### config.mk
export PLATFORM = sky130hd
export DESIGN_NAME = window_sample_statistics
export DESIGN_NICKNAME = d
export VERILOG_FILES = /design/src/hw/rtl/wss_pkg.sv /design/src/hw/rtl/window_sample_statistics.sv
export SDC_FILE = /design/constraint.sdc
export NUM_CORES = 2
export LEC_CHECK = 0
export ABC_CLOCK_PERIOD_IN_PS = 24000
export BUFFER_PORTS_ARGS = -buffer_cell sky130_fd_sc_hd__buf_2
export CORE_MARGIN = 4
export CORE_UTILIZATION = 42
export CTS_CLUSTER_DIAMETER = 150
export DETAILED_ROUTE_END_ITERATION = 7
export GPL_TIMING_DRIVEN = 0
export SYNTH_ARGS = -nofsm -noshare
export SYNTH_HDL_FRONTEND = slang
export SYNTH_SLANG_ARGS = --single-unit
export TNS_END_PERCENT = 10
### constraint.sdc
create_clock -name clock -period 24 [get_ports clock]
set_clock_uncertainty 0.05 [all_clocks]
set_input_delay 1.2 -clock clock [delete_from_list [all_inputs] [get_ports clock]]
set_output_delay 1.2 -clock clock [all_outputs]
set_load 0.005 [all_outputs]
### src/hw/rtl/wss_pkg.sv
// Package: configuration register indexes and port widths for window sample statistics.
`default_nettype none
package wss_pkg;
   localparam int CSR_INDEX_BITS = 2;
   localparam int CSR_DATA_BITS  = 16;
   localparam logic [CSR_INDEX_BITS-1:0] CSR_FIRST_RECORD       = 2'd0;
   localparam logic [CSR_INDEX_BITS-1:0] CSR_LAST_RECORD        = 2'd1;
   localparam logic [CSR_INDEX_BITS-1:0] CSR_SAMPLES_PER_RECORD = 2'd2;
   localparam int RECORD_BITS = 16;
   localparam int SPR_BITS    = 9;
   localparam int SPR_LIMIT   = 256;
   localparam int WINDOW_BITS = RECORD_BITS + 1 + SPR_BITS;
endpackage
`default_nettype wire

### src/hw/rtl/window_sample_statistics.sv
// Top level: windowed count, minimum, maximum, mean, variance and std deviation of samples.
//
// Request channel: req_sample and req_last are taken at a rising edge with start high and
// busy low. A sample passes through three steps (capture, square, accumulate) and busy
// stays high meanwhile, so no new sample is taken before the last one is done.
// A sample outside the record window is counted in the position only.
// On a sample with req_last high, one result follows on the rsp_ ports, marked by rsp_valid
// for exactly one cycle. The result is computed by one shift-add multiplier run three
// times for (S+C) steps each, one restoring divider run twice for (2S+2C) steps each and a
// digit-by-digit square root of S steps, S = SAMPLE_BITS and C = COUNT_LOG2. An empty
// window gives its result after the accumulate, with rsp_empty_res high and all other
// fields zero.
// The receiver cannot stall: each result is shown once and must be taken then.
// Configuration: csr_we writes csr_wdata into register csr_index; write only while busy
// is low. Reset (synchronous, active high) sets the register defaults and clears all
// running statistics.
`default_nettype none
module window_sample_statistics #(
   parameter int SAMPLE_BITS = 16,
   parameter int COUNT_LOG2  = 24
) (
   input  wire                                     clock,
   input  wire                                     reset,
   input  wire                                     start,
   output logic                                    busy,
   input  wire  signed [SAMPLE_BITS-1:0]           req_sample,
   input  wire                                     req_last,
   input  wire                                     csr_we,
   input  wire  [wss_pkg::CSR_INDEX_BITS-1:0]      csr_index,
   input  wire  [wss_pkg::CSR_DATA_BITS-1:0]       csr_wdata,
   output logic                                    rsp_valid,
   output logic [COUNT_LOG2:0]                     rsp_count,
   output logic signed [SAMPLE_BITS-1:0]           rsp_minimum,
   output logic signed [SAMPLE_BITS-1:0]           rsp_maximum,
   output logic signed [SAMPLE_BITS-1:0]           rsp_mean,
   output logic [2*SAMPLE_BITS-2:0]                rsp_variance,
   output logic [SAMPLE_BITS-1:0]                  rsp_std_dev,
   output logic                                    rsp_empty_res
);
   localparam int S    = SAMPLE_BITS;
   localparam int C    = COUNT_LOG2;
   localparam int NB   = C + 1;
   localparam int SUMW = S + C;
   localparam int SQW  = 2 * S + C - 1;
   localparam int NW   = 2 * S + 2 * C;
   localparam int MBW  = S + C;
   localparam int DENW = 2 * C + 2;
   localparam int DW   = DENW + 1;
   localparam int VW   = 2 * S - 1;
   localparam int CW   = $clog2(NW + 1);
   localparam int WB   = wss_pkg::WINDOW_BITS;

   localparam logic [2:0] ST_IDLE = 3'd0;
   localparam logic [2:0] ST_SQ   = 3'd1;
   localparam logic [2:0] ST_ACC  = 3'd2;
   localparam logic [2:0] ST_FIN  = 3'd3;
   localparam logic [2:0] ST_MUL  = 3'd4;
   localparam logic [2:0] ST_DIV  = 3'd5;
   localparam logic [2:0] ST_SQRT = 3'd6;
   localparam logic [2:0] ST_OUT  = 3'd7;

   logic [2:0]  state_ff, state_in;
   logic [1:0]  phase_ff, phase_in;
   logic [CW-1:0] cnt_ff, cnt_in;

   logic [wss_pkg::RECORD_BITS-1:0] first_ff, last_ff;
   logic [wss_pkg::SPR_BITS-1:0]    spr_ff;

   logic signed [S-1:0] smp_ff;
   logic                last_req_ff;
   logic [S-1:0]        mag_ff;
   logic                win_ff;
   logic [2*S-1:0]      sq_ff;

   logic [NB-1:0]         pos_ff, pos_in;
   logic [NB-1:0]         kept_ff, kept_in;
   logic signed [SUMW-1:0] sum_ff, sum_in;
   logic [SQW-1:0]        sumsq_ff, sumsq_in;
   logic signed [S-1:0]   min_ff, min_in, max_ff, max_in;

   logic [NW-1:0]   mula_ff, mula_in, acc_ff, acc_in, acc_step;
   logic [MBW-1:0]  mulb_ff, mulb_in;
   logic [NW-1:0]   num_ff, num_in;
   logic [DENW-1:0] den_ff, den_in, dsr_ff, dsr_in;
   logic [NW-1:0]   dvd_ff, dvd_in, quo_ff, quo_in, quo_step;
   logic [DW-1:0]   rem_ff, rem_in, rem_try;
   logic            rem_ge;
   logic signed [S-1:0] mean_ff, mean_in;
   logic [VW-1:0]   var_ff, var_in;
   logic [2*S-1:0]  sv_ff, sv_in;
   logic [S+1:0]    srem_ff, srem_in, srem_try, strial;
   logic            s_ge;
   logic [S-1:0]    root_ff, root_in;

   logic            rsp_valid_ff, rsp_valid_in;
   logic [NB-1:0]   rcount_ff, rcount_in;
   logic signed [S-1:0] rmin_ff, rmin_in, rmax_ff, rmax_in, rmean_ff, rmean_in;
   logic [VW-1:0]   rvar_ff, rvar_in;
   logic [S-1:0]    rstd_ff, rstd_in;
   logic            rempty_ff, rempty_in;

   logic [wss_pkg::SPR_BITS-1:0] spr_eff;
   logic [WB-1:0]   lo_pos, hi_pos, pos_ext;
   logic            win_now, accept;
   logic            sum_neg;
   logic [SUMW-1:0] smag;
   logic [S-1:0]    mean_mag;

   assign accept  = start && (state_ff == ST_IDLE);
   assign busy    = (state_ff != ST_IDLE);
   assign spr_eff = (spr_ff > wss_pkg::SPR_BITS'(wss_pkg::SPR_LIMIT)) ?
                    wss_pkg::SPR_BITS'(wss_pkg::SPR_LIMIT) : spr_ff;
   assign lo_pos  = WB'(first_ff) * WB'(spr_eff);
   assign hi_pos  = (WB'(last_ff) + WB'(1)) * WB'(spr_eff);
   assign pos_ext = WB'(pos_ff);
   assign win_now = (pos_ext >= lo_pos) && (pos_ext < hi_pos) && !kept_ff[C];

   assign sum_neg  = sum_ff[SUMW-1];
   assign smag     = sum_neg ? SUMW'(-sum_ff) : SUMW'(sum_ff);
   assign acc_step = acc_ff + (mulb_ff[0] ? mula_ff : NW'(0));
   assign rem_try  = {rem_ff[DW-2:0], dvd_ff[NW-1]};
   assign rem_ge   = rem_try >= {1'b0, dsr_ff};
   assign quo_step = {quo_ff[NW-2:0], rem_ge};
   assign mean_mag = quo_step[S-1:0];
   assign srem_try = {srem_ff[S-1:0], sv_ff[2*S-1:2*S-2]};
   assign strial   = {root_ff, 2'b01};
   assign s_ge     = srem_try >= strial;

   always_comb begin
      state_in = state_ff;
      phase_in = phase_ff;
      cnt_in   = cnt_ff;
      pos_in   = pos_ff;
      kept_in  = kept_ff;
      sum_in   = sum_ff;
      sumsq_in = sumsq_ff;
      min_in   = min_ff;
      max_in   = max_ff;
      mula_in  = mula_ff;
      mulb_in  = mulb_ff;
      acc_in   = acc_ff;
      num_in   = num_ff;
      den_in   = den_ff;
      dsr_in   = dsr_ff;
      dvd_in   = dvd_ff;
      quo_in   = quo_ff;
      rem_in   = rem_ff;
      mean_in  = mean_ff;
      var_in   = var_ff;
      sv_in    = sv_ff;
      srem_in  = srem_ff;
      root_in  = root_ff;
      rsp_valid_in = 1'b0;
      rcount_in = rcount_ff;
      rmin_in   = rmin_ff;
      rmax_in   = rmax_ff;
      rmean_in  = rmean_ff;
      rvar_in   = rvar_ff;
      rstd_in   = rstd_ff;
      rempty_in = rempty_ff;
      unique case (state_ff)
         ST_IDLE: begin
            if (start) begin
               state_in = ST_SQ;
            end
         end
         ST_SQ: begin
            state_in = ST_ACC;
         end
         ST_ACC: begin
            if (win_ff) begin
               kept_in  = kept_ff + NB'(1);
               sum_in   = sum_ff + SUMW'(smp_ff);
               sumsq_in = sumsq_ff + SQW'(sq_ff);
               if (smp_ff < min_ff) begin
                  min_in = smp_ff;
               end
               if (smp_ff > max_ff) begin
                  max_in = smp_ff;
               end
            end
            if (pos_ff != {NB{1'b1}}) begin
               pos_in = pos_ff + NB'(1);
            end
            state_in = last_req_ff ? ST_FIN : ST_IDLE;
         end
         ST_FIN: begin
            if (kept_ff == NB'(0)) begin
               mean_in  = '0;
               var_in   = '0;
               root_in  = '0;
               state_in = ST_OUT;
            end else begin
               mula_in  = NW'(sumsq_ff);
               mulb_in  = MBW'(kept_ff);
               acc_in   = '0;
               phase_in = 2'd0;
               cnt_in   = '0;
               state_in = ST_MUL;
            end
         end
         ST_MUL: begin
            acc_in  = acc_step;
            mula_in = {mula_ff[NW-2:0], 1'b0};
            mulb_in = {1'b0, mulb_ff[MBW-1:1]};
            cnt_in  = cnt_ff + CW'(1);
            if (cnt_ff == CW'(MBW - 1)) begin
               cnt_in = '0;
               acc_in = '0;
               case (phase_ff)
                  2'd0: begin
                     num_in   = acc_step;
                     mula_in  = NW'(smag);
                     mulb_in  = MBW'(smag);
                     phase_in = 2'd1;
                  end
                  2'd1: begin
                     num_in   = num_ff - acc_step;
                     mula_in  = NW'(kept_ff);
                     mulb_in  = MBW'(kept_ff);
                     phase_in = 2'd2;
                  end
                  default: begin
                     den_in   = acc_step[DENW-1:0];
                     dvd_in   = NW'(smag);
                     dsr_in   = DENW'(kept_ff);
                     rem_in   = '0;
                     quo_in   = '0;
                     phase_in = 2'd0;
                     state_in = ST_DIV;
                  end
               endcase
            end
         end
         ST_DIV: begin
            rem_in = rem_ge ? (rem_try - {1'b0, dsr_ff}) : rem_try;
            quo_in = quo_step;
            dvd_in = {dvd_ff[NW-2:0], 1'b0};
            cnt_in = cnt_ff + CW'(1);
            if (cnt_ff == CW'(NW - 1)) begin
               cnt_in = '0;
               rem_in = '0;
               quo_in = '0;
               if (phase_ff == 2'd0) begin
                  mean_in  = sum_neg ? S'(-mean_mag) : mean_mag;
                  dvd_in   = num_ff;
                  dsr_in   = den_ff;
                  phase_in = 2'd1;
               end else begin
                  var_in   = quo_step[VW-1:0];
                  sv_in    = {1'b0, quo_step[VW-1:0]};
                  srem_in  = '0;
                  root_in  = '0;
                  state_in = ST_SQRT;
               end
            end
         end
         ST_SQRT: begin
            srem_in = s_ge ? (srem_try - strial) : srem_try;
            root_in = {root_ff[S-2:0], s_ge};
            sv_in   = {sv_ff[2*S-3:0], 2'b00};
            cnt_in  = cnt_ff + CW'(1);
            if (cnt_ff == CW'(S - 1)) begin
               cnt_in   = '0;
               state_in = ST_OUT;
            end
         end
         ST_OUT: begin
            rsp_valid_in = 1'b1;
            rempty_in = (kept_ff == NB'(0));
            rcount_in = kept_ff;
            rmin_in   = rempty_in ? S'(0) : min_ff;
            rmax_in   = rempty_in ? S'(0) : max_ff;
            rmean_in  = mean_ff;
            rvar_in   = var_ff;
            rstd_in   = root_ff;
            pos_in    = '0;
            kept_in   = '0;
            sum_in    = '0;
            sumsq_in  = '0;
            min_in    = {1'b0, {(S-1){1'b1}}};
            max_in    = {1'b1, {(S-1){1'b0}}};
            state_in  = ST_IDLE;
         end
         default: begin
            state_in = ST_IDLE;
         end
      endcase
   end

   always_ff @(posedge clock) begin
      if (reset) begin
         state_ff     <= ST_IDLE;
         phase_ff     <= '0;
         cnt_ff       <= '0;
         first_ff     <= '0;
         last_ff      <= '1;
         spr_ff       <= wss_pkg::SPR_BITS'(1);
         pos_ff       <= '0;
         kept_ff      <= '0;
         sum_ff       <= '0;
         sumsq_ff     <= '0;
         min_ff       <= {1'b0, {(S-1){1'b1}}};
         max_ff       <= {1'b1, {(S-1){1'b0}}};
         rsp_valid_ff <= 1'b0;
      end else begin
         state_ff     <= state_in;
         phase_ff     <= phase_in;
         cnt_ff       <= cnt_in;
         pos_ff       <= pos_in;
         kept_ff      <= kept_in;
         sum_ff       <= sum_in;
         sumsq_ff     <= sumsq_in;
         min_ff       <= min_in;
         max_ff       <= max_in;
         rsp_valid_ff <= rsp_valid_in;
         if (csr_we) begin
            unique case (csr_index)
               wss_pkg::CSR_FIRST_RECORD:       first_ff <= csr_wdata;
               wss_pkg::CSR_LAST_RECORD:        last_ff  <= csr_wdata;
               wss_pkg::CSR_SAMPLES_PER_RECORD: spr_ff   <= csr_wdata[wss_pkg::SPR_BITS-1:0];
               default: ;
            endcase
         end
      end
   end

   always_ff @(posedge clock) begin
      if (accept) begin
         smp_ff      <= req_sample;
         last_req_ff <= req_last;
         mag_ff      <= req_sample[S-1] ? S'(-req_sample) : S'(req_sample);
         win_ff      <= win_now;
      end
      sq_ff     <= mag_ff * mag_ff;
      mula_ff   <= mula_in;
      mulb_ff   <= mulb_in;
      acc_ff    <= acc_in;
      num_ff    <= num_in;
      den_ff    <= den_in;
      dsr_ff    <= dsr_in;
      dvd_ff    <= dvd_in;
      quo_ff    <= quo_in;
      rem_ff    <= rem_in;
      mean_ff   <= mean_in;
      var_ff    <= var_in;
      sv_ff     <= sv_in;
      srem_ff   <= srem_in;
      root_ff   <= root_in;
      rcount_ff <= rcount_in;
      rmin_ff   <= rmin_in;
      rmax_ff   <= rmax_in;
      rmean_ff  <= rmean_in;
      rvar_ff   <= rvar_in;
      rstd_ff   <= rstd_in;
      rempty_ff <= rempty_in;
   end

   assign rsp_valid     = rsp_valid_ff;
   assign rsp_count     = rcount_ff;
   assign rsp_minimum   = rmin_ff;
   assign rsp_maximum   = rmax_ff;
   assign rsp_mean      = rmean_ff;
   assign rsp_variance  = rvar_ff;
   assign rsp_std_dev   = rstd_ff;
   assign rsp_empty_res = rempty_ff;

`ifndef SYNTHESIS
   a_valid_idle: assert property (@(posedge clock) disable iff (reset)
      rsp_valid |-> !busy) else $error("result shown while busy");
   a_empty_zero: assert property (@(posedge clock) disable iff (reset)
      (rsp_valid && rsp_empty_res) |-> (rsp_count == '0 && rsp_variance == '0))
      else $error("empty result carries data");
   a_accept_busy: assert property (@(posedge clock) disable iff (reset)
      (start && !busy) |=> busy) else $error("request not held");
   a_strobe_once: assert property (@(posedge clock) disable iff (reset)
      rsp_valid |=> !rsp_valid) else $error("result repeated");
`endif
endmodule
`default_nettype wire

### After elaboration in Yosys (flattened, before gate mapping)

Cells that the tools add are included.

| cells by class | value |
|---|---|
| add/sub/neg operators | 13 |
| mux-type cells | 89 |
| bitwise operators | 1 |
| equal/unequal tests | 27 |
| multipliers | 3 |
| $lt $le $gt $ge | 7 |
| reduce and logical (&&, ||, !) cells | 38 |

Operator list:

| operator | number |
|---|---|
| $pmux W80 S2 | 5 |
| $mux W80 | 9 |
| $mux W50 | 8 |
| $pmux W40 S2 | 3 |
| $mux W16 | 13 |
| $pmux W50 S2 | 2 |
| $mux W40 | 4 |
| $pmux W16 S2 | 4 |
| $pmux W55 S2 | 1 |
| $pmux W25 S2 | 2 |
| $mux W31 | 3 |
| $mux W30 | 3 |
| $add A80 B80 Y80 | 1 |
| $sub A80 B80 Y80 | 1 |
| $mux W32 | 2 |
| $pmux W32 S2 | 1 |
| $pmux W31 S2 | 1 |
| $pmux W30 S2 | 1 |
| $add A55 B32 Y55 | 1 |
| $mux W55 | 1 |
| $ge A51 B50 Y1 | 1 |
| $add A25 B1 Y25 const B | 2 |
| $mux W25 | 2 |
| $sub A50 B50 Y50 | 1 |
| other kinds (51) | 106 |

| word-level totals | value |
|---|---|
| input bits | 39 |
| logic and storage cells | 218 |
| register bits after elaboration | 1069 |
| output and inout bits | 123 |

### Longest topological paths before layout

| depth | value |
|---|---|
| word-level depth | 6 |
| gate-level depth with buffers | 33 |
| mapped depth without buffers | 32 |

### Worst setup path before layout

Ideal clock, no wire load.

| timing | value |
|---|---|
| path kind | reg-to-reg |
| from | register kept_ff[0] |
| to | register acc_ff[0], enable pin |
| arrival time | 15.263 ns |
| period minus slack after synthesis | 16.349 ns |
| slack | 7.651 ns |
| path buffers | 0 |
| library setup time | 1.036 ns |
| data required time | 22.914 ns |
| cell stages (with the launch flop) | 8 |
| cells stage by stage | dfxtp_1 -> inv_1 -> ha_1 -> nor4b_1 -> nand4_1 -> nor2_1 -> or2_2 -> o21ai_0 |

| between the ends | value |
|---|---|
| word-level cells in the longest chain between the ends | 3 |

RTL lines:

| what | line | text |
|---|---|---|
| start, declared | window_sample_statistics.sv:76 | `logic [NB-1:0] kept_ff, kept_in;` |
| start signal, assigned | window_sample_statistics.sv:311 | `kept_ff <= kept_in;` |
| $logic_not A25 Y1 | window_sample_statistics.sv:188 | `if (kept_ff == NB'(0)) begin` |
| $ne A2 B2 Y1 (no source line) | -- |  |
| $reduce_and A2 Y1 (no source line) | -- |  |
| end signal, assigned | window_sample_statistics.sv:338 | `acc_ff <= acc_in;` |
| end, declared | window_sample_statistics.sv:81 | `logic [NW-1:0] mula_ff, mula_in, acc_ff, acc_in, acc_step;` |

No other way between the ends.
A chain may end at the register's enable or synchronous reset.

### Worst setup path after layout

| timing | value |
|---|---|
| from | register mulb_ff[0] |
| to | register num_ff[79], data pin |

| between the ends | value |
|---|---|
| word-level cells in the longest chain between the ends | 4 |

RTL lines:

| what | line | text |
|---|---|---|
| start, declared | window_sample_statistics.sv:82 | `logic [MBW-1:0] mulb_ff, mulb_in;` |
| start signal, assigned | window_sample_statistics.sv:337 | `mulb_ff <= mulb_in;` |
| $mux W80 * | window_sample_statistics.sv:120 | `assign acc_step = acc_ff + (mulb_ff[0] ? mula_ff : NW'(0));` |
| $add A80 B80 Y80 * | window_sample_statistics.sv:120 |  |
| $sub A80 B80 Y80 | window_sample_statistics.sv:218 | `num_in = num_ff - acc_step;` |
| $pmux W80 S2 * | window_sample_statistics.sv:210 | `case (phase_ff)` |
| end signal, assigned | window_sample_statistics.sv:339 | `num_ff <= num_in;` |
| end, declared | window_sample_statistics.sv:83 | `logic [NW-1:0] num_ff, num_in;` |

Every way passes the cells marked *; elsewhere a longest branch is shown, timed or not.

==> results by group <==
Synthesis
  – Synth Register Bits: 1067
  – Syn nets: 9155
  – Post-synthesis sequential area ratio: 0.382
  – Post-synth EDFFs: 805
  – Ys flop type: edfxtp_1
  – Post-Synthesis Cell Area: 77000 um2
  – Post-Syn Instances: 8168
  – Post-synthesis async set-or-reset flop share: 0
  – Post-Synthesis Mean Instance Area: 9.43 um2
  – YS warnings: 0
  – Yosys cell types: 93

CTS
  – Clock sink count: 1067
  – Clk root buf: clkbuf_16
  – Number of buffers created by CTS: 118
  – Worst-path clk slew: 60 ps
  – Post-CTS setup buffers: 0
  – CTS-repair resized insts: 0
  – CTS Hold Bufs: 0
  – CTS tree: done
  – H-Tree Depth: 3
  – Largest buffer count on any clock path: 3
  – Worst-skew pair later-pin latency: 790 ps

Floorplan
  – Die height: 436 um
  – Num ports: 162
  – Die area: 190000 um2
  – Die width: 436 um
  – Core area: 182000 um2
  – Starting Density: 0.424
  – Core Rows: 156

Drt
  – WL final: 236 mm
  – DR iter-0 viols: 5439
  – DR pass1 iterations: 8
  – Routed WL per cell: 21.6 um
  – Antenna-violating nets left: 0
  – DRC errors left: 0
  – Vias per Instance: 5.63
  – DR vias: 61600

Setup path
  – R2R depth: 27
  – Worst Path Required: 24490 ps
  – Worst R2R Start: mulb_ff[0]
  – Type of origin of the critical path: register
  – Setup CP Type: reg2reg
  – Crit path arrival time: 11770 ps
  – CP endpoint kind: register
  – Crit path max fanout: 10
  – FF-to-FF setup slack: 12720 ps
  – Reg2Reg Capture Point: num_ff[79]

STA
  – Max-slew violations: 4
  – Relative slew slack: -0.0447
  – Final worst path period share: 0.470
  – Final setup fails: 0
  – Fin. Hold Viols: 0
  – RSZ-0062 raised after global routing: no
  – Fmax: 0.0886 GHz
  – Min cycle time layout: 11280 ps
  – Worst hold slack: 367 ps
  – Worst-margin pin slew: 1550 ps

Power
  – Combinational share of power: 0.557
  – Sequential power share: 0.239
  – Pleak: 36.6 nW
  – Clock power frac: 0.204
  – Power Density: 111 nW/um2
  – Worst ir drop on vdd: 485 uV
  – Switching Power: 3.98 mW
  – Pint: 5.47 mW
  – Switch share: 0.421

Flow run
  – Max_cap viols: 1

GRT
  – Total Routing Usage GR: 0.243
  – Grt total ovfl: 0
  – First-pass GRT wire length: 361 mm
  – Vias in the first global route: 60300
  – Largest net degree at the start of global routing: 68
  – Initial antenna violation count: 9

Finish
  – Synth-to-layout area growth: 10.9%
  – Nets: 9457
  – Layout cells sized above 1: 0.0538
  – Post-Layout Inst Area: 85400 um2
  – Final non-filler cell total: 10900

Placement
  – HPWL after DPL: 186 mm
  – Dpl cell area: 81200 um2
  – Placed Instances: 10700
  – GP Congestion: 0.942
  – Buffers added on ports: 161

Outcome
  – Status: complete, but fails checks
  – Failing checks: max-capacitance violations, max-slew violations

Worst hold path
  – Min-Delay Path Depth: 0
  – Worst Hold Launch: var_ff[24]
  – Hold EP: rsp_variance[24]
  – Worst Hold Class: reg2reg
registers in the layout (all words and copies together) (netlist names), 30 cells and up:
register,count
sq_ff,31
mula_ff,80
acc_ff,80
quo_ff,30
dvd_ff,80
sum_ff,40
rem_ff,50
num_ff,80
sv_ff,32
var_ff,31
mulb_ff,40
rsp_variance,31
den_ff,50
sumsq_ff,55
dsr_ff,50
metal layers:
layer	track usage	share of wire	up-vias
li1	-	-	28900
met1	0.339	0.44	30300
met2	0.382	0.45	2073
met3	0.0352	0.071	388
met4	0.0915	0.039	6
met5	0	0.00016	-
cell usage in the layout, fill, tap and decap left out, drive strengths merged, types with 20 or more instances in the layout:
cell type and count:
nand3b 26, fa 373, a211oi 43, edfxtp 805, nor2b 67, or2 20, nand2 1055, a22o 49
o21ai 325, mux2i 62, o41ai 20, dfxtp 262, o22ai 28, nand2b 60, xor2 208, and3 156
o21a 52, a21o 224, o21bai 72, inv 695, and2 301, o211ai 20, a31oi 93, xnor2 279
a21oi 585, nand4 98, nor4 30, or3 64, o31ai 37, nor2 690, buf 213, nor3 77
clkbuf 496, clkinv 44, ha 575, nand3 142
kinds of logic after synthesis:
| logic type | share of synthesized area |
|---|---|
| AO/OA/AOI/OAI | 0.137 |
| AND/OR/NAND/NOR | 0.174 |
| XOR/XNOR | 0.0554 |
| multiplexers | 0.00908 |
| buffers and inverters | 0.0528 |
| adder cells (fa/ha/maj) | 0.190 |
| flip-flops | 0.382 |
critical path, stage by stage (launching register included):
cell       delay [ps]
edfxtp_1          750
clkbuf_1          580
and2_1            250
ha_1              260
fa_1              280
a211oi_1          100
nor2_1            300
o221ai_1          230
a21bo_2           270
a2111oi_0        1150
nor2_1            210
o21ai_0           490
a21boi_0          190
xor2_1            740
ha_1              220
clkbuf_1          420
nand4_1           350
nor4_1            780
nand4_1           300
or3_1             380
a211oi_1          850
nor4_1            260
nor3_1            420
o22ai_1           240
o41ai_1           510
xnor2_1           180
nand2_1            80
xnor2_1           160
synthesized netlist by cell type, types with 59 or more instances:
| master | count | share of area |
|---|---|---|
| inv_1 | 681 | 0.033 |
| xnor2_1 | 279 | 0.032 |
| o21ai_0 | 323 | 0.021 |
| o21bai_1 | 72 | 0.0070 |
| nand2b_1 | 59 | 0.0048 |
| nand2_1 | 1054 | 0.051 |
| nor2_1 | 690 | 0.034 |
| dfxtp_1 | 262 | 0.068 |
| nand4_1 | 98 | 0.0080 |
| a21o_1 | 224 | 0.022 |
| edfxtp_1 | 805 | 0.31 |
| nor2b_1 | 67 | 0.0054 |
| a21oi_1 | 584 | 0.038 |
| a31oi_1 | 93 | 0.0076 |
| and3_1 | 156 | 0.013 |
| ha_1 | 575 | 0.093 |
| and2_1 | 300 | 0.024 |
| clkbuf_1 | 354 | 0.017 |
| fa_1 | 373 | 0.097 |
| or3_1 | 61 | 0.0050 |
| nor3_1 | 76 | 0.0049 |
| xor2_1 | 208 | 0.024 |
| nand3_1 | 142 | 0.0092 |
| mux2i_1 | 62 | 0.0081 |
how the worst max path moves through the flow:
stage / from / to / slack [ps] / cells past startpoint
6_report: mulb_ff[0] / num_ff[79] / 12720 / 27
3_3_place_gp: kept_ff[24] / mula_ff[63] / -280 / 5
2_1_floorplan: kept_ff[0] / acc_ff[0] / 7650 / 7
4_1_cts: mulb_ff[0] / num_ff[79] / 13170 / 27
3_5_place_dp: mulb_ff[0] / num_ff[79] / 13230 / 27
5_1_grt: mulb_ff[0] / num_ff[79] / 12500 / 27
area by class of cell:
class / instances / area, um2
multi-input cells: 6033 / 43600
inverters: 682 / 2560
plain buffers: 386 / 1520
diodes: 2 / 5.00
flip-flops and latches: 1067 / 29400
clock inverters: 83 / 936
fillers: 17300 / 96100
clock buffers: 141 / 3160
well taps: 2370 / 2970
repair buffers: 182 / 1270
stage by stage:
stage                util  setup WS [ps]  total power [mW]  TNS [ps]
floorplan               -           7650              6.30         0
global placement    0.445           -283              7.51    -47660
CTS                 0.470          13170              9.53         0
global route        0.470          12500              10.4         0
finish              0.470          12720              9.44         0
detailed placement  0.448          13230              7.55         0
power by group through the flow:
stage / combinational (mW) / sequential (mW) / clock (mW)
detailed placement: 5.26 / 2.29 / 0
global route: 6.06 / 2.26 / 2.04
global placement: 5.19 / 2.32 / 0
finish: 5.26 / 2.25 / 1.93
floorplan: 4.04 / 2.26 / 0
CTS: 5.31 / 2.25 / 1.97
No activity file was read; power rests on OpenSTA's default activity.
